--- src/rtl/edf_frame_job_scheduler_unit_defines.svh ---
// Assertion macros used by the scheduler sequencer, efjs_seq.
// Defining NO_ASSERTIONS removes every check from the build.
`ifndef EDF_FRAME_JOB_SCHEDULER_UNIT_DEFINES_SVH
`define EDF_FRAME_JOB_SCHEDULER_UNIT_DEFINES_SVH

`ifndef NO_ASSERTIONS

// The consequent must hold in the same cycle as the antecedent.
`define EFJS_ASSERT_IMPL(label, ante, cons, msg) \
   label: assert property (@(posedge clock) disable iff (reset) (ante) |-> (cons)) \
      else $error(msg);

// The consequent must hold in the cycle after the antecedent.
`define EFJS_ASSERT_NEXT(label, ante, cons, msg) \
   label: assert property (@(posedge clock) disable iff (reset) (ante) |=> (cons)) \
      else $error(msg);

`else

`define EFJS_ASSERT_IMPL(label, ante, cons, msg)
`define EFJS_ASSERT_NEXT(label, ante, cons, msg)

`endif

`endif

--- src/rtl/efjs_pkg.sv ---
package efjs_pkg;

   localparam int QUEUE_DEPTH = 16;
   localparam int TIME_BITS   = 16;
   localparam int FRAME_BITS  = 16;
   localparam int IDX_BITS    = $clog2(QUEUE_DEPTH);
   localparam int CNT_BITS    = $clog2(QUEUE_DEPTH + 1);

   typedef logic [TIME_BITS-1:0] time_type;

   typedef enum logic {
      FUNC_INSERT = 1'b0,
      FUNC_RUN    = 1'b1
   } func_type;

   typedef enum logic [1:0] {
      KIND_INSERTED   = 2'd0,
      KIND_DROPPED    = 2'd1,
      KIND_EXECUTED   = 2'd2,
      KIND_IDLE_FRAME = 2'd3
   } kind_type;

   typedef struct packed {
      func_type    func;
      logic [4:0]  task_id;
      logic [9:0]  instance_req;
      logic [15:0] deadline;
      logic [15:0] exec_ticks;
   } req_word_type;

   typedef struct packed {
      kind_type    kind;
      logic [4:0]  done_task;
      logic [9:0]  done_instance;
      logic [15:0] finish_time;
      logic        last_of_run;
   } rsp_word_type;

   typedef struct packed {
      logic [4:0]  task_id;
      logic [9:0]  instance_id;
      logic [15:0] deadline;
      logic [15:0] exec_time;
   } entry_type;

   localparam int ENTRY_BITS = $bits(entry_type);

   typedef enum logic [2:0] {
      ST_IDLE,
      ST_INS_EVAL,
      ST_INS_LAST,
      ST_RUN_EVAL,
      ST_FLUSH
   } state_type;

   typedef struct packed {
      logic         valid;
      rsp_word_type word;
   } push_type;

endpackage

--- src/rtl/efjs_ram.sv ---
module efjs_ram #(
   parameter int WIDTH = 8,
   parameter int DEPTH = 16
) (
   input  logic                     clock,
   input  logic                     wr_en,
   input  logic [$clog2(DEPTH)-1:0] wr_addr,
   input  logic [WIDTH-1:0]         wr_data,
   input  logic                     rd_en,
   input  logic [$clog2(DEPTH)-1:0] rd_addr,
   output logic [WIDTH-1:0]         rd_data
);

   logic [WIDTH-1:0] mem [DEPTH];
   logic [WIDTH-1:0] rd_data_ff;

   always_ff @(posedge clock) begin
      if (wr_en) begin
         mem[wr_addr] <= wr_data;
      end
      if (rd_en) begin
         rd_data_ff <= mem[rd_addr];
      end
   end

   assign rd_data = rd_data_ff;

endmodule

--- src/rtl/efjs_out.sv ---
module efjs_out (
   input  logic                 clock,
   input  logic                 reset,
   input  efjs_pkg::push_type   push,
   output logic                 push_ready,
   output logic                 rsp_valid,
   input  logic                 rsp_stall,
   output efjs_pkg::rsp_word_type rsp_word
);

   import efjs_pkg::*;

   logic         valid_ff;
   logic         valid_in;
   rsp_word_type word_ff;

   // The register can take a new word when it is empty or its word leaves now.
   assign push_ready = !valid_ff || !rsp_stall;
   assign valid_in   = push_ready ? push.valid : valid_ff;

   always_ff @(posedge clock) begin
      if (reset) begin
         valid_ff <= 1'b0;
      end else begin
         valid_ff <= valid_in;
      end
   end

   always_ff @(posedge clock) begin
      if (push_ready && push.valid) begin
         word_ff <= push.word;
      end
   end

   assign rsp_valid = valid_ff;
   assign rsp_word  = word_ff;

endmodule

--- src/rtl/efjs_seq.sv ---
`include "edf_frame_job_scheduler_unit_defines.svh"

module efjs_seq (
   input  logic                            clock,
   input  logic                            reset,
   input  logic                            req_valid,
   output logic                            req_stall,
   input  efjs_pkg::req_word_type          req_word,
   input  logic [efjs_pkg::FRAME_BITS-1:0] frame_budget,
   output efjs_pkg::push_type              push,
   input  logic                            push_ready
);

   import efjs_pkg::*;

   state_type             state_ff, state_in;
   logic [CNT_BITS-1:0]   count_ff, count_in;
   logic [IDX_BITS-1:0]   addr_ff, addr_in;
   logic [CNT_BITS-1:0]   wr_ff, wr_in;
   logic [FRAME_BITS-1:0] rem_ff, rem_in;
   time_type              frame_start_ff, frame_start_in;
   logic                  pend_job_ff, pend_job_in;
   rsp_word_type          pend_ff, pend_in;
   req_word_type          req_ff, req_in;

   logic                  ram_wr_en;
   logic [IDX_BITS-1:0]   ram_wr_addr;
   entry_type             ram_wr_data;
   logic                  ram_rd_en;
   logic [IDX_BITS-1:0]   ram_rd_addr;
   logic [ENTRY_BITS-1:0] ram_rd_data;

   entry_type             rd_entry;
   entry_type             word_entry;
   entry_type             held_entry;
   logic                  accept;
   logic                  queue_full;
   logic                  queue_empty;
   logic                  later;
   logic                  fits;
   logic                  walk_last;
   logic                  eval_blocked;
   logic [FRAME_BITS-1:0] rem_new;
   time_type              fin;
   time_type              frame_next;

   efjs_ram #(
      .WIDTH (ENTRY_BITS),
      .DEPTH (QUEUE_DEPTH)
   ) u_ram (
      .clock   (clock),
      .wr_en   (ram_wr_en),
      .wr_addr (ram_wr_addr),
      .wr_data (ram_wr_data),
      .rd_en   (ram_rd_en),
      .rd_addr (ram_rd_addr),
      .rd_data (ram_rd_data)
   );

   assign rd_entry   = entry_type'(ram_rd_data);
   assign word_entry = '{task_id: req_word.task_id, instance_id: req_word.instance_req,
                         deadline: req_word.deadline, exec_time: req_word.exec_ticks};
   assign held_entry = '{task_id: req_ff.task_id, instance_id: req_ff.instance_req,
                         deadline: req_ff.deadline, exec_time: req_ff.exec_ticks};

   assign accept      = req_valid && (state_ff == ST_IDLE);
   assign req_stall   = (state_ff != ST_IDLE);
   assign queue_full  = (count_ff == CNT_BITS'(QUEUE_DEPTH));
   assign queue_empty = (count_ff == '0);

   // Insert walks from the tail toward the head while the stored deadline is later.
   assign later = (rd_entry.deadline > req_ff.deadline);

   assign fits       = (rd_entry.exec_time <= rem_ff);
   assign walk_last  = ((CNT_BITS'(addr_ff) + CNT_BITS'(1)) == count_ff);
   assign rem_new    = rem_ff - rd_entry.exec_time;
   assign fin        = frame_start_ff + TIME_BITS'(frame_budget - rem_new);
   assign frame_next = frame_start_ff + TIME_BITS'(frame_budget);

   // A fitting job pushes out the job held before it, so the walk waits for the
   // output register only when such a job is held.
   assign eval_blocked = fits && pend_job_ff && !push_ready;

   always_comb begin
      state_in = state_ff;
      unique case (state_ff)
         ST_IDLE: begin
            if (accept) begin
               if (req_word.func == FUNC_RUN) begin
                  state_in = queue_empty ? ST_FLUSH : ST_RUN_EVAL;
               end else begin
                  state_in = (queue_full || queue_empty) ? ST_FLUSH : ST_INS_EVAL;
               end
            end
         end
         ST_INS_EVAL: begin
            if (!later) begin
               state_in = ST_FLUSH;
            end else if (addr_ff == '0) begin
               state_in = ST_INS_LAST;
            end
         end
         ST_INS_LAST: begin
            state_in = ST_FLUSH;
         end
         ST_RUN_EVAL: begin
            if (!eval_blocked && walk_last) begin
               state_in = ST_FLUSH;
            end
         end
         ST_FLUSH: begin
            if (push_ready) begin
               state_in = ST_IDLE;
            end
         end
         default: begin
            state_in = ST_IDLE;
         end
      endcase
   end

   // The write address always trails or leads the read address, so a read and a
   // write of the same entry never fall into one cycle.
   always_comb begin
      ram_wr_en   = 1'b0;
      ram_wr_addr = '0;
      ram_wr_data = '0;
      ram_rd_en   = 1'b0;
      ram_rd_addr = '0;
      push        = '0;
      unique case (state_ff)
         ST_IDLE: begin
            if (accept) begin
               if (req_word.func == FUNC_RUN) begin
                  ram_rd_en = !queue_empty;
               end else if (queue_empty) begin
                  ram_wr_en   = 1'b1;
                  ram_wr_data = word_entry;
               end else if (!queue_full) begin
                  ram_rd_en   = 1'b1;
                  ram_rd_addr = IDX_BITS'(count_ff - CNT_BITS'(1));
               end
            end
         end
         ST_INS_EVAL: begin
            ram_wr_en   = 1'b1;
            ram_wr_addr = addr_ff + IDX_BITS'(1);
            if (later) begin
               ram_wr_data = rd_entry;
               if (addr_ff != '0) begin
                  ram_rd_en   = 1'b1;
                  ram_rd_addr = addr_ff - IDX_BITS'(1);
               end
            end else begin
               ram_wr_data = held_entry;
            end
         end
         ST_INS_LAST: begin
            ram_wr_en   = 1'b1;
            ram_wr_addr = addr_ff;
            ram_wr_data = held_entry;
         end
         ST_RUN_EVAL: begin
            if (!eval_blocked) begin
               if (fits) begin
                  push.valid = pend_job_ff;
                  push.word  = pend_ff;
               end else begin
                  ram_wr_en   = 1'b1;
                  ram_wr_addr = wr_ff[IDX_BITS-1:0];
                  ram_wr_data = rd_entry;
               end
               if (!walk_last) begin
                  ram_rd_en   = 1'b1;
                  ram_rd_addr = addr_ff + IDX_BITS'(1);
               end
            end
         end
         ST_FLUSH: begin
            push.valid            = 1'b1;
            push.word             = pend_ff;
            push.word.last_of_run = 1'b1;
         end
         default: begin
            push = '0;
         end
      endcase
   end

   always_comb begin
      count_in       = count_ff;
      addr_in        = addr_ff;
      wr_in          = wr_ff;
      rem_in         = rem_ff;
      frame_start_in = frame_start_ff;
      pend_job_in    = pend_job_ff;
      pend_in        = pend_ff;
      req_in         = req_ff;
      case (state_ff)
         ST_IDLE: begin
            if (accept) begin
               req_in      = req_word;
               pend_job_in = 1'b0;
               if (req_word.func == FUNC_RUN) begin
                  rem_in  = frame_budget;
                  addr_in = '0;
                  wr_in   = '0;
                  pend_in = '{kind: KIND_IDLE_FRAME, done_task: '0, done_instance: '0,
                              finish_time: 16'(frame_start_ff), last_of_run: 1'b0};
                  if (queue_empty) begin
                     frame_start_in = frame_next;
                  end
               end else begin
                  pend_in = '{kind: queue_full ? KIND_DROPPED : KIND_INSERTED,
                              done_task: req_word.task_id,
                              done_instance: req_word.instance_req,
                              finish_time: '0, last_of_run: 1'b0};
                  addr_in = IDX_BITS'(count_ff - CNT_BITS'(1));
                  if (queue_empty) begin
                     count_in = CNT_BITS'(1);
                  end
               end
            end
         end
         ST_INS_EVAL: begin
            if (later && (addr_ff != '0)) begin
               addr_in = addr_ff - IDX_BITS'(1);
            end else if (!later) begin
               count_in = count_ff + CNT_BITS'(1);
            end
         end
         ST_INS_LAST: begin
            count_in = count_ff + CNT_BITS'(1);
         end
         ST_RUN_EVAL: begin
            if (!eval_blocked) begin
               if (fits) begin
                  rem_in      = rem_new;
                  pend_job_in = 1'b1;
                  pend_in     = '{kind: KIND_EXECUTED, done_task: rd_entry.task_id,
                                  done_instance: rd_entry.instance_id,
                                  finish_time: 16'(fin), last_of_run: 1'b0};
               end else begin
                  wr_in = wr_ff + CNT_BITS'(1);
               end
               if (walk_last) begin
                  count_in       = fits ? wr_ff : (wr_ff + CNT_BITS'(1));
                  frame_start_in = frame_next;
               end else begin
                  addr_in = addr_ff + IDX_BITS'(1);
               end
            end
         end
         default: begin
            count_in = count_ff;
         end
      endcase
   end

   always_ff @(posedge clock) begin
      if (reset) begin
         state_ff       <= ST_IDLE;
         count_ff       <= '0;
         frame_start_ff <= '0;
         pend_job_ff    <= 1'b0;
      end else begin
         state_ff       <= state_in;
         count_ff       <= count_in;
         frame_start_ff <= frame_start_in;
         pend_job_ff    <= pend_job_in;
      end
   end

   always_ff @(posedge clock) begin
      addr_ff <= addr_in;
      wr_ff   <= wr_in;
      rem_ff  <= rem_in;
      pend_ff <= pend_in;
      req_ff  <= req_in;
   end

   `EFJS_ASSERT_IMPL(a_count_bound, 1'b1, count_ff <= CNT_BITS'(QUEUE_DEPTH), "count beyond depth")
   `EFJS_ASSERT_IMPL(a_push_st, push.valid, state_ff == ST_RUN_EVAL || state_ff == ST_FLUSH, "bad push")
   `EFJS_ASSERT_IMPL(a_compact, state_ff == ST_RUN_EVAL, CNT_BITS'(addr_ff) >= wr_ff, "compact order")
   `EFJS_ASSERT_NEXT(a_flush_done, state_ff == ST_FLUSH && push_ready, state_ff == ST_IDLE, "flush stuck")

endmodule

--- src/rtl/edf_frame_job_scheduler_unit.sv ---
// Earliest-deadline-first ready queue of up to QUEUE_DEPTH jobs kept in one
// RAM with one write port and a registered read port. An insert into an empty
// queue writes the job at once; otherwise each queued job with a later deadline
// moves back one place, tail first, before the new job is written, and a full
// queue drops the job. A frame run reads every queued job once. Stalls on the
// result side hold up all of these. Each word is accepted only while the block
// is idle, and the last result of a word carries last_of_run. The user must
// write the frame size register only while idle; the block itself does not
// enforce it.
module edf_frame_job_scheduler_unit (
   input  logic                            clock,
   input  logic                            reset,
   input  logic                            req_valid,
   output logic                            req_stall,
   input  efjs_pkg::req_word_type          req_word,
   output logic                            rsp_valid,
   input  logic                            rsp_stall,
   output efjs_pkg::rsp_word_type          rsp_word,
   input  logic                            csr_write_en,
   input  logic [efjs_pkg::FRAME_BITS-1:0] csr_write_data
);

   import efjs_pkg::*;

   logic [FRAME_BITS-1:0] frame_budget_ff, frame_budget_in;
   push_type              push;
   logic                  push_ready;

   assign frame_budget_in = csr_write_en ? csr_write_data : frame_budget_ff;

   always_ff @(posedge clock) begin
      if (reset) begin
         frame_budget_ff <= FRAME_BITS'(1);
      end else begin
         frame_budget_ff <= frame_budget_in;
      end
   end

   efjs_seq u_seq (
      .clock        (clock),
      .reset        (reset),
      .req_valid    (req_valid),
      .req_stall    (req_stall),
      .req_word     (req_word),
      .frame_budget (frame_budget_ff),
      .push         (push),
      .push_ready   (push_ready)
   );

   efjs_out u_out (
      .clock      (clock),
      .reset      (reset),
      .push       (push),
      .push_ready (push_ready),
      .rsp_valid  (rsp_valid),
      .rsp_stall  (rsp_stall),
      .rsp_word   (rsp_word)
   );

endmodule

--- config.mk ---
export PLATFORM = sky130hd
export DESIGN_NAME = edf_frame_job_scheduler_unit
export DESIGN_NICKNAME = d
export VERILOG_FILES = /design/src/rtl/efjs_pkg.sv /design/src/rtl/efjs_ram.sv /design/src/rtl/efjs_out.sv /design/src/rtl/efjs_seq.sv /design/src/rtl/edf_frame_job_scheduler_unit.sv
export VERILOG_INCLUDE_DIRS = /design/src /design/src/rtl
export SDC_FILE = /design/constraint.sdc
export NUM_CORES = 1
export LEC_CHECK = 0
export ABC_AREA = 1
export BUFFER_PORTS_ARGS = -buffer_cell sky130_fd_sc_hd__buf_2
export CORE_AREA = 3 3 326 328
export CTS_CLUSTER_SIZE = 25
export DETAILED_ROUTE_END_ITERATION = 16
export DIE_AREA = 0 0 329 331
export MAX_ROUTING_LAYER = met4
export SLEW_MARGIN = 20
export SYNTH_ARGS = -nofsm -noshare
export SYNTH_HDL_FRONTEND = slang
export SYNTH_SLANG_ARGS = --single-unit
--- constraint.sdc ---
create_clock -name clock -period 6.2 [get_ports clock]
set_clock_uncertainty 0.1 [all_clocks]
set_input_delay 0.62 -clock clock [delete_from_list [all_inputs] [get_ports clock]]
set_output_delay 0.62 -clock clock [all_outputs]
set_load 0.02 [all_outputs]
==> results.md, run 1 <==
* Status: finished clean
* Diode count at 0
* Netlist Area Pre-Place at 0.0464 mm^2
* Clk buf depth at 3
* Yosys reg bits at 980
* Slew margin rel. at 0.290
* Synth async-reset ratio at 0
* Post-Synth XOR/XNOR Area at 0.00737
* Primary FF master, synth: edfxtp_1
* Post-synthesis instance total at around 4600
* Crit path capture type: flip-flop
* Largest net degree at the start of global routing at 165
* Worst R2R Setup Slack at between 1000 and 1500 ps
* Placed instance area at 0.0486 mm^2
* Layout cells sized above 1 at 0.0848
* Clk root buf: clkbuf_16
* Post-synthesis sequential area ratio at 0.625
* RePlAce Congestion at a little over 0.9
* Fmax at slightly above 200 MHz
* Worst Setup Path Type: reg2reg
* Worst Hold Launch: req_word[0]
* Synthesized Nets at 4739
* Clock Latency Late Sink at between 600 and 700 ps
* Starting DRT DRC Count at roughly 3500
* # nets final at between 4000 and 5000
* Drt pass-1 iters at 8
* Peak supply drop at 0.277 mV
* Max FO, Critical Path at slightly below 100
* Synth Area in Adders at 0.0262
* Core area at between 0.1 and 0.15 mm^2
* Number of top-level pins at approximately 110
* Depth of the CTS H-tree at 3
* Chip width at 329 um
* P_leak at 22.1 nW
* DRT antenna net count at 0
* Initial core utilization at 0.448
* CTS clk-pin slew, worst paths at 60 ps
* Initial antenna violation count at 0
* Die Ht at 331 um
* Vias in the first global route at between 30000 and 40000
* Hold crit path type: in2reg
* Via total after detailed routing at about 33000
* Vias per cell at 5.45
* Largest family of logic cells by synthesized area: simple AND/OR/NAND/NOR gates
* Startpoint types: flip-flop
* R2R cell count at 16
* RSZ-0062 raised after global routing: no
* Synth Area in Compound Gates at 0.0367
* R2R Path End: u_seq.u_ram.rd_data[38]$_DFFE_PP_
* Worst-Margin Slew at approximately 1100 ps
* FF-to-FF Start: u_seq.u_ram.rd_data[0]$_DFFE_PP_
* P&R area growth vs syn at 12.5%
* DR WL/cell at between 20 and 25 um
* Post-synthesis cell type count at 44
* Area contributors post-synth: edfxtp_1 61%, inv_1 8.3%, nand3_1 7.6%, nand2_1 5.4%, nand4_1 5.1%
* Remaining DRCs at 0
* HPWL Detailed at 69600 um
* Final wirelength at about 130000 um
* Final setup vio count at 0
* CP arrival at 5290 ps
* I/O Buffers at around 100
* Syn. warnings at 0
* Die area at 0.109 mm^2
* Post-cts repair resize count at 0
* # rows at 118
* Final Cycle Share at 0.782
* Hold Vio Cnt, Final at 0
* Max-cap viol count at 0
* Avg Cell Area, Syn at 10.1 um^2
* Final Max Tran Viols at 0
* Post-synth EDFFs at 938
* Post-synthesis share of cell area spent on and, or, nand and nor gates at 0.195
* Cell taking the most area after synthesis: edfxtp_1
* Tmin final at slightly below 5000 ps
* First-pass GRT wire length at between 150000 and 200000 um
* Final instance area at 0.0522 mm^2
* All-Layer GR Usage at 0.237
* Setup TNS at 0 ps
* Total gr overflow at 0
* Power Density at 462 mW/mm^2
* CTS tree: yes
* Hold endpoint: u_seq.held_entry[0]$_DFFE_PP_
* Multiplexer share of the synthesized area at 0
* Area share of the largest cell type after synthesis at 0.607
* Hold Path Cell Cnt at 1
* Num CTS Buffers at 104
* CTS sink count at between 900 and 1000
* Crit path required time at 6640 ps
-- power breakdown --
| group | switching, mW | internal (mW) | leakage, nW | total, mW |
|---|---|---|---|---|
| clock network | 2.57 | 3.50 | 1.60 | 6.08 |
| logic | 5.82 | 2.64 | 11.4 | 8.46 |
| registers | 0.347 | 9.21 | 9.07 | 9.56 |
-- per-layer routing --
layer	vias up	share of wire	GRT usage
met5	-	0	-
met4	0	0.029	0.0773
met3	218	0.066	0.0284
met2	1166	0.47	0.376
met1	16200	0.43	0.321
li1	15600	-	-
-- sequential cells by signal (all words and copies together) (netlist names) --
register,flops
u_seq.u_ram.rd_data,47
u_seq.count_ff,5
u_seq.pend_ff,33
u_seq.pend_job_ff,1
u_out.rsp_word,34
u_seq.wr_ff,5
u_seq.state_ff,3
u_seq.frame_start_ff,16
u_seq.rem_ff,16
frame_budget_ff,16
u_out.rsp_valid,1
u_seq.held_entry,47
u_seq.u_ram.mem,752
u_seq.addr_ff,4
-- cell usage in the layout, fill, tap and decap left out, types with 88 or more instances in the layout --
| cell | instances |
|---|---|
| o21ai_0 | 94 |
| nor2_1 | 95 |
| inv_1 | 1022 |
| edfxtp_1 | 938 |
| nand4_1 | 380 |
| clkbuf_16 | 104 |
| buf_2 | 105 |
| nand3_1 | 701 |
| nand2_1 | 669 |
| a21oi_1 | 88 |
-- per-stage QoR --
step                utilization  hold WS (ps)  setup WS, ps  instances  power [mW]
detailed placement        0.470           391          1420       5879        18.1
floorplan                     -           348           993       4583        15.5
finish                    0.504          38.9          1350       6084        24.1
CTS                       0.502         0.614          1390       6081        24.2
global placement          0.469           366          1520       5876        18.0
global route              0.504          8.39          1040       6084        25.6
-- critical path: stages, from the launching register on --
cell and delay, ps:
edfxtp_1 380, ha_1 240, fa_1 410, o21ai_1 200
nand3_1 110, nand3_1 100, nand2_1 60, nand2_2 180
nand2_2 140, nand3_2 110, nand3_4 550, inv_6 1040
buf_4 550, nand3_1 120, nand3_1 90, nand3_1 110
nand2_1 110
-- cell families (layout without fill, tap and decap cells) --
group                      Yosys count  after routing
DFF                                980            980
adders and majority gates           87             87
and+or+nand+nor                   1892           1892
xor gates and xnor gates            39             39
buffers and inverters             1301           1422
AOI/OAI and AO/OA                  284            284
-- how the worst max path moves through the flow --
stage | start | endpoint | slack, ps | cells after the start
final | u_seq.u_ram.rd_data[0]$_DFFE_PP_ | u_seq.u_ram.rd_data[38]$_DFFE_PP_ | 1350 | 16
after global routing | u_seq.u_ram.rd_data[0]$_DFFE_PP_ | u_seq.u_ram.rd_data[36]$_DFFE_PP_ | 1040 | 16
after CTS | u_seq.u_ram.rd_data[0]$_DFFE_PP_ | u_seq.u_ram.rd_data[38]$_DFFE_PP_ | 1390 | 16
after detailed placement | u_seq.u_ram.rd_data[0]$_DFFE_PP_ | u_seq.u_ram.rd_data[38]$_DFFE_PP_ | 1420 | 16
after global placement | u_seq.u_ram.rd_data[0]$_DFFE_PP_ | u_seq.u_ram.rd_data[38]$_DFFE_PP_ | 1520 | 16
after floorplan | u_seq.state_ff[1]$_SDFFE_PP0P_ | u_seq.u_ram.mem[0][0]$_DFFE_PP_ | 990 | 8
-- layout make-up --
| class | count | area [um^2] |
|---|---|---|
| Clock inverter | 65 | 607 |
| Inverter | 1032 | 3880 |
| Fill cell | 9245 | 51300 |
| Sequential cell | 980 | 29000 |
| Clock buffer | 129 | 2700 |
| Timing Repair Buffer | 196 | 1590 |
| Multi-Input combinational cell | 2302 | 12600 |
| Tap cell | 1380 | 1730 |
-- cell usage after synthesis, types with 2 or more instances --
library cell / instances
o21ai_0: 94
buf_2: 96
nand3_4: 2
nand3_2: 2
nand3b_1: 4
nor3_1: 8
nor2_1: 111
o31ai_1: 2
ha_1: 70
a31oi_1: 6
o221ai_1: 45
nand4_1: 380
buf_1: 25
nand2_1: 670
inv_2: 7
clkbuf_1: 132
o21bai_1: 4
edfxtp_1: 938
o22ai_1: 22
nand2_2: 4
xnor2_1: 14
fa_1: 17
xor2_1: 25
o2111ai_1: 4
buf_4: 16
a21oi_1: 89
nor2_2: 2
nand3_1: 704
inv_1: 1024
o211ai_1: 2
a21o_1: 7
a211oi_1: 4
dfxtp_1: 42
-- what timing repair did --
item | CTS | global route
buffers inserted | 0 | 0
hold buffers | 8 | 0
endpoints found under the hold margin | 8 | 0
Note: power is estimated with default switching activity, not from simulation.
==> inputs of run 2 (changes only) <==
- ABC_AREA: 1 -> 0
- CORE_AREA: 3 3 326 328 -> 3 3 309 311
- DIE_AREA: 0 0 329 331 -> 0 0 312 314
- clock period: 6.2 -> 4.8 ns (I/O delays scaled with it)
==> run 2 against run 1 <==
Effect of this change: worst setup slack lost 1200 ps; sequential power up 24%; core utilization up 1.7 points; die area fell by 10%; wire length down 17%; final cell count shrank 29%; global-route usage is 1.9 points lower; final area is 7.0% lower; clock-buffer cell count is 15 lower; maximum frequency up 5.1%; synthesized cell count shrank 41%.
==> results.md, run 2 <==
* FF-to-FF Start: u_seq.rem_ff[1]$_DFFE_PP_ (was u_seq.u_ram.rd_data[0]$_DFFE_PP_)
* Syn. warnings at 0 (unchanged)
* Reg with most FFs: u_seq.u_ram.mem (unchanged)
* Primary FF master, synth: edfxtp_1 (unchanged)
* Area contributors post-synth: edfxtp_1 68%, mux2i_1 9.4%, o22ai_1 2.8%, ha_1 2.1%, dfxtp_1 2.0% (was edfxtp_1 61%, inv_1 8.3%, nand3_1 7.6%, nand2_1 5.4%, nand4_1 5.1%)
* Worst-Margin Slew at 978 ps (was 1060 ps)
* CTS tree: yes (unchanged)
* Vias in the first global route at 24500 (was 31500)
* Dpl cells at 4041 (was 5879)
* Vias per cell at 5.70 (was 5.45)
* HPWL Detailed at 59900 um (was 69600 um)
* Multi-input logic area at 0.0114 mm^2 (was 0.0126 mm^2)
* Commonest cells post-synth: 938 x edfxtp_1, 389 x mux2i_1, 186 x o22ai_1 (was 1024 x inv_1, 938 x edfxtp_1, 704 x nand3_1)
* Final instance area at 0.0485 mm^2 (was 0.0522 mm^2)
* Tmin final at 4610 ps (was 4850 ps)
* DRT antenna net count at 0 (unchanged)
* Power Density at 585 mW/mm^2 (was 462 mW/mm^2)
* Starting DRT DRC Count at 2619 (was 3542)
* Synth Area in Adders at 0.0292 (was 0.0262)
* CTS sink count at 980 (unchanged)
* Final Max Tran Viols at 0 (unchanged)
* Total Power at 28.4 mW (was 24.1 mW)
* Worst hold slack at 71.9 ps (was 38.9 ps)
* Cell taking the most area after synthesis: edfxtp_1 (unchanged)
* Max-cap viol count at 0 (unchanged)
* Depth of the CTS H-tree at 3 (unchanged)
* First-pass GRT wire length at 156000 um (was 192000 um)
* Area share of the largest cell type after synthesis at 0.677 (was 0.607)
* CTS clk-pin slew, worst paths at 70 ps (was 60 ps)
* Num CTS Buffers at 101 (was 104)
* Most frequent cells in the layout: 938 x edfxtp_1, 389 x mux2i_1, 186 x o22ai_1, 162 x inv_1, 104 x buf_2 (was 1022 x inv_1, 938 x edfxtp_1, 701 x nand3_1, 669 x nand2_1, 380 x nand4_1)
* P_leak at 16.5 nW (was 22.1 nW)
* R2R Path End: u_seq.pend_ff[16]$_DFFE_PP_ (was u_seq.u_ram.rd_data[38]$_DFFE_PP_)
* Diode count at 0 (unchanged)
* Placed instance area at 0.0444 mm^2 (was 0.0486 mm^2)
* Synth async-reset ratio at 0 (unchanged)
* Number of top-level pins at 105 (unchanged)
* Worst Setup Path Type: reg2reg (unchanged)
* Post-synthesis share of cell area spent on and, or, nand and nor gates at 0.0572 (was 0.195)
* R2R cell count at 19 (was 16)
* Via total after detailed routing at 24500 (was 33100)
* Reg power frac at 0.421 (was 0.397)
* Post-synthesis sequential area ratio at 0.697 (was 0.625)
* Comb pwr share at 0.300 (was 0.351)
* Yosys reg bits at 980 (unchanged)
* Layout cells sized above 1 at 0.141 (was 0.0848)
* Final setup margin at 187 ps (was 1350 ps)
* P&R area growth vs syn at 16.5% (was 12.5%)
* Crit path required time at 5110 ps (was 6640 ps)
* Synthesized Nets at 2867 (was 4739)
* Slew margin rel. at 0.348 (was 0.290)
* Drt pass-1 iters at 5 (was 8)
* Largest family of logic cells by synthesized area: multiplexers (was simple AND/OR/NAND/NOR gates)
* Initial antenna violation count at 1 (was 0)
* Fmax at 217 MHz (was 206 MHz)
* All-Layer GR Usage at 0.219 (was 0.237)
* # nets final at 3113 (was 4772)
* Launch point of the worst path: u_seq.rem_ff[1]$_DFFE_PP_ (was u_seq.u_ram.rd_data[0]$_DFFE_PP_)
* Clk buf depth at 3 (unchanged)
* Final wirelength at 106000 um (was 127000 um)
* Clock share of power at 0.279 (was 0.252)
* Setup TNS at 0 ps (unchanged)
* Clk root buf: clkbuf_16 (unchanged)
* Post-route insts no fill at 4298 (was 6084)
* Post-synthesis cell type count at 76 (was 44)
* CP arrival at 4920 ps (was 5290 ps)
* Startpoint types: flip-flop (unchanged)
* Clock Latency Late Sink at 680 ps (was 690 ps)
* Hold crit path type: in2reg (unchanged)
* Remaining DRCs at 0 (unchanged)
* Status: finished clean (unchanged)
* Final Cycle Share at 0.961 (was 0.782)
* Util after Layout at 0.521 (was 0.504)
* Synth Area in Compound Gates at 0.0772 (was 0.0367)
* Sw Ratio at 0.324 (was 0.363)
* Max FO, Critical Path at 4 (was 98)
* Die area at 0.0980 mm^2 (was 0.109 mm^2)
* Multiplexer share of the synthesized area at 0.0947 (was 0)
* Avg Cell Area, Syn at 15.3 um^2 (was 10.1 um^2)
* RSZ-0062 raised after global routing: yes (was no)
* Post-synthesis instance total at 2711 (was 4583)
* FF/Latch Area at 0.0290 mm^2 (unchanged)
* Most frequent cell after synthesis: edfxtp_1 (was inv_1)
* Max reg flops at 752 (unchanged)
* Die Ht at 314 um (was 331 um)
* Critical Path End: u_seq.pend_ff[16]$_DFFE_PP_ (was u_seq.u_ram.rd_data[38]$_DFFE_PP_)
* Crit path capture type: flip-flop (unchanged)
* DR WL/cell at 24.6 um (was 20.8 um)
* # rows at 112 (was 118)
* Core area at 0.0930 mm^2 (was 0.103 mm^2)
* RePlAce Congestion at 0.834 (was 0.918)
* Pint at 19.2 mW (was 15.4 mW)
* I/O Buffers at 104 (unchanged)
* Number of fill cells in the layout at 7619 (was 9245)
* Final setup vio count at 0 (unchanged)
* Hold Vio Cnt, Final at 0 (unchanged)
* Chip width at 312 um (was 329 um)
* Post-synth EDFFs at 938 (unchanged)
* Most common cell after layout, fill and taps aside: edfxtp_1 (was inv_1)
* Post-Synth XOR/XNOR Area at 0.00926 (was 0.00737)
* Total gr overflow at 0 (unchanged)
* Netlist Area Pre-Place at 0.0416 mm^2 (was 0.0464 mm^2)
* Sw Pwr at 9.19 mW (was 8.74 mW)
* Initial core utilization at 0.447 (was 0.448)
* Peak supply drop at 0.387 mV (was 0.277 mV)
* Largest net degree at the start of global routing at 48 (was 165)
* Worst R2R Setup Slack at 190 ps (was 1350 ps)
* Pre-CTS setup slack at -22.0 ps (was 1420 ps)
[run 2: changes by cell type after synthesis, moves of 80 or more]
cell / delta
nand4_1: -372
mux2i_1: +389
inv_1: -860
nand3_1: -669
nand2_1: -570
clkbuf_1: -80
o22ai_1: +164
[run 2: cell type report]
| cell class | instances | share of cell area |
|---|---|---|
| sequential | 980 | 0.598 |
| tap | 1254 | 0.0324 |
| clock buffer | 114 | 0.0536 |
| inverter | 164 | 0.0127 |
| clock inverter | 76 | 0.0167 |
| timing repair buffer | 278 | 0.0518 |
| multi-input combinational | 1432 | 0.234 |
[run 2: how the worst min path moves through the flow]
stage | start | end | cells past startpoint
detailed placement | u_seq.frame_start_ff[3]$_SDFFE_PP0P_ | u_seq.frame_start_ff[3]$_SDFFE_PP0P_ | 2
CTS | rsp_stall | u_seq.state_ff[2]$_SDFFE_PP0P_ | 3
finish | rsp_stall | u_seq.state_ff[2]$_SDFFE_PP0P_ | 3
global route | rsp_stall | u_seq.state_ff[2]$_SDFFE_PP0P_ | 3
floorplan | u_seq.pend_job_ff$_SDFFE_PP0P_ | u_seq.pend_job_ff$_SDFFE_PP0P_ | 2
global placement | u_seq.pend_job_ff$_SDFFE_PP0P_ | u_seq.pend_job_ff$_SDFFE_PP0P_ | 2
[run 2: what timing repair did]
action	in CTS	in global routing
hold endpoints to repair	63	0
setup endpoints to repair	1	2
setup buffers	0	4
pin swaps	0	10
gates resized for setup	1	16
hold buffers	63	0
gates cloned	0	0
[run 2: power groups by stage]
| stage | registers [mW] | logic (mW) | clock network, mW |
|---|---|---|---|
| final | 11.9 | 8.50 | 7.92 |
| after CTS | 11.9 | 8.41 | 8.07 |
| after detailed placement | 12.1 | 8.34 | 0 |
| after global routing | 12.0 | 9.27 | 8.45 |
| after global placement | 12.1 | 8.11 | 0 |
| after floorplan | 12.0 | 5.69 | 0 |
[run 2: logic make-up after synthesis]
| family | Yosys count |
|---|---|
| muxes | 393 |
| and+or+nand+nor | 444 |
| AOI/OAI and AO/OA | 464 |
| buffers and inverters | 299 |
| DFF | 980 |
| xor gates and xnor gates | 44 |
| adders and majority gates | 87 |
[run 2: critical path, cell delays in order (launching register included)]
cell	delay, ps
edfxtp_1	410
ha_1	310
nor2b_1	140
o21a_1	180
o21a_1	200
o41a_1	390
a21oi_2	170
xnor2_1	110
fa_1	490
inv_1	40
ha_1	320
a21o_1	210
a21oi_1	170
o21ai_0	120
nor3_1	170
o21ai_1	130
a2111o_1	380
o211ai_1	110
xnor2_1	140
o21ai_1	70
[run 2: metal layers]
layer,GRT usage,routed length (um)
met1,0.290,45000
met2,0.353,50900
met3,0.0292,6610
met4,0.0698,3000
met5,-,0
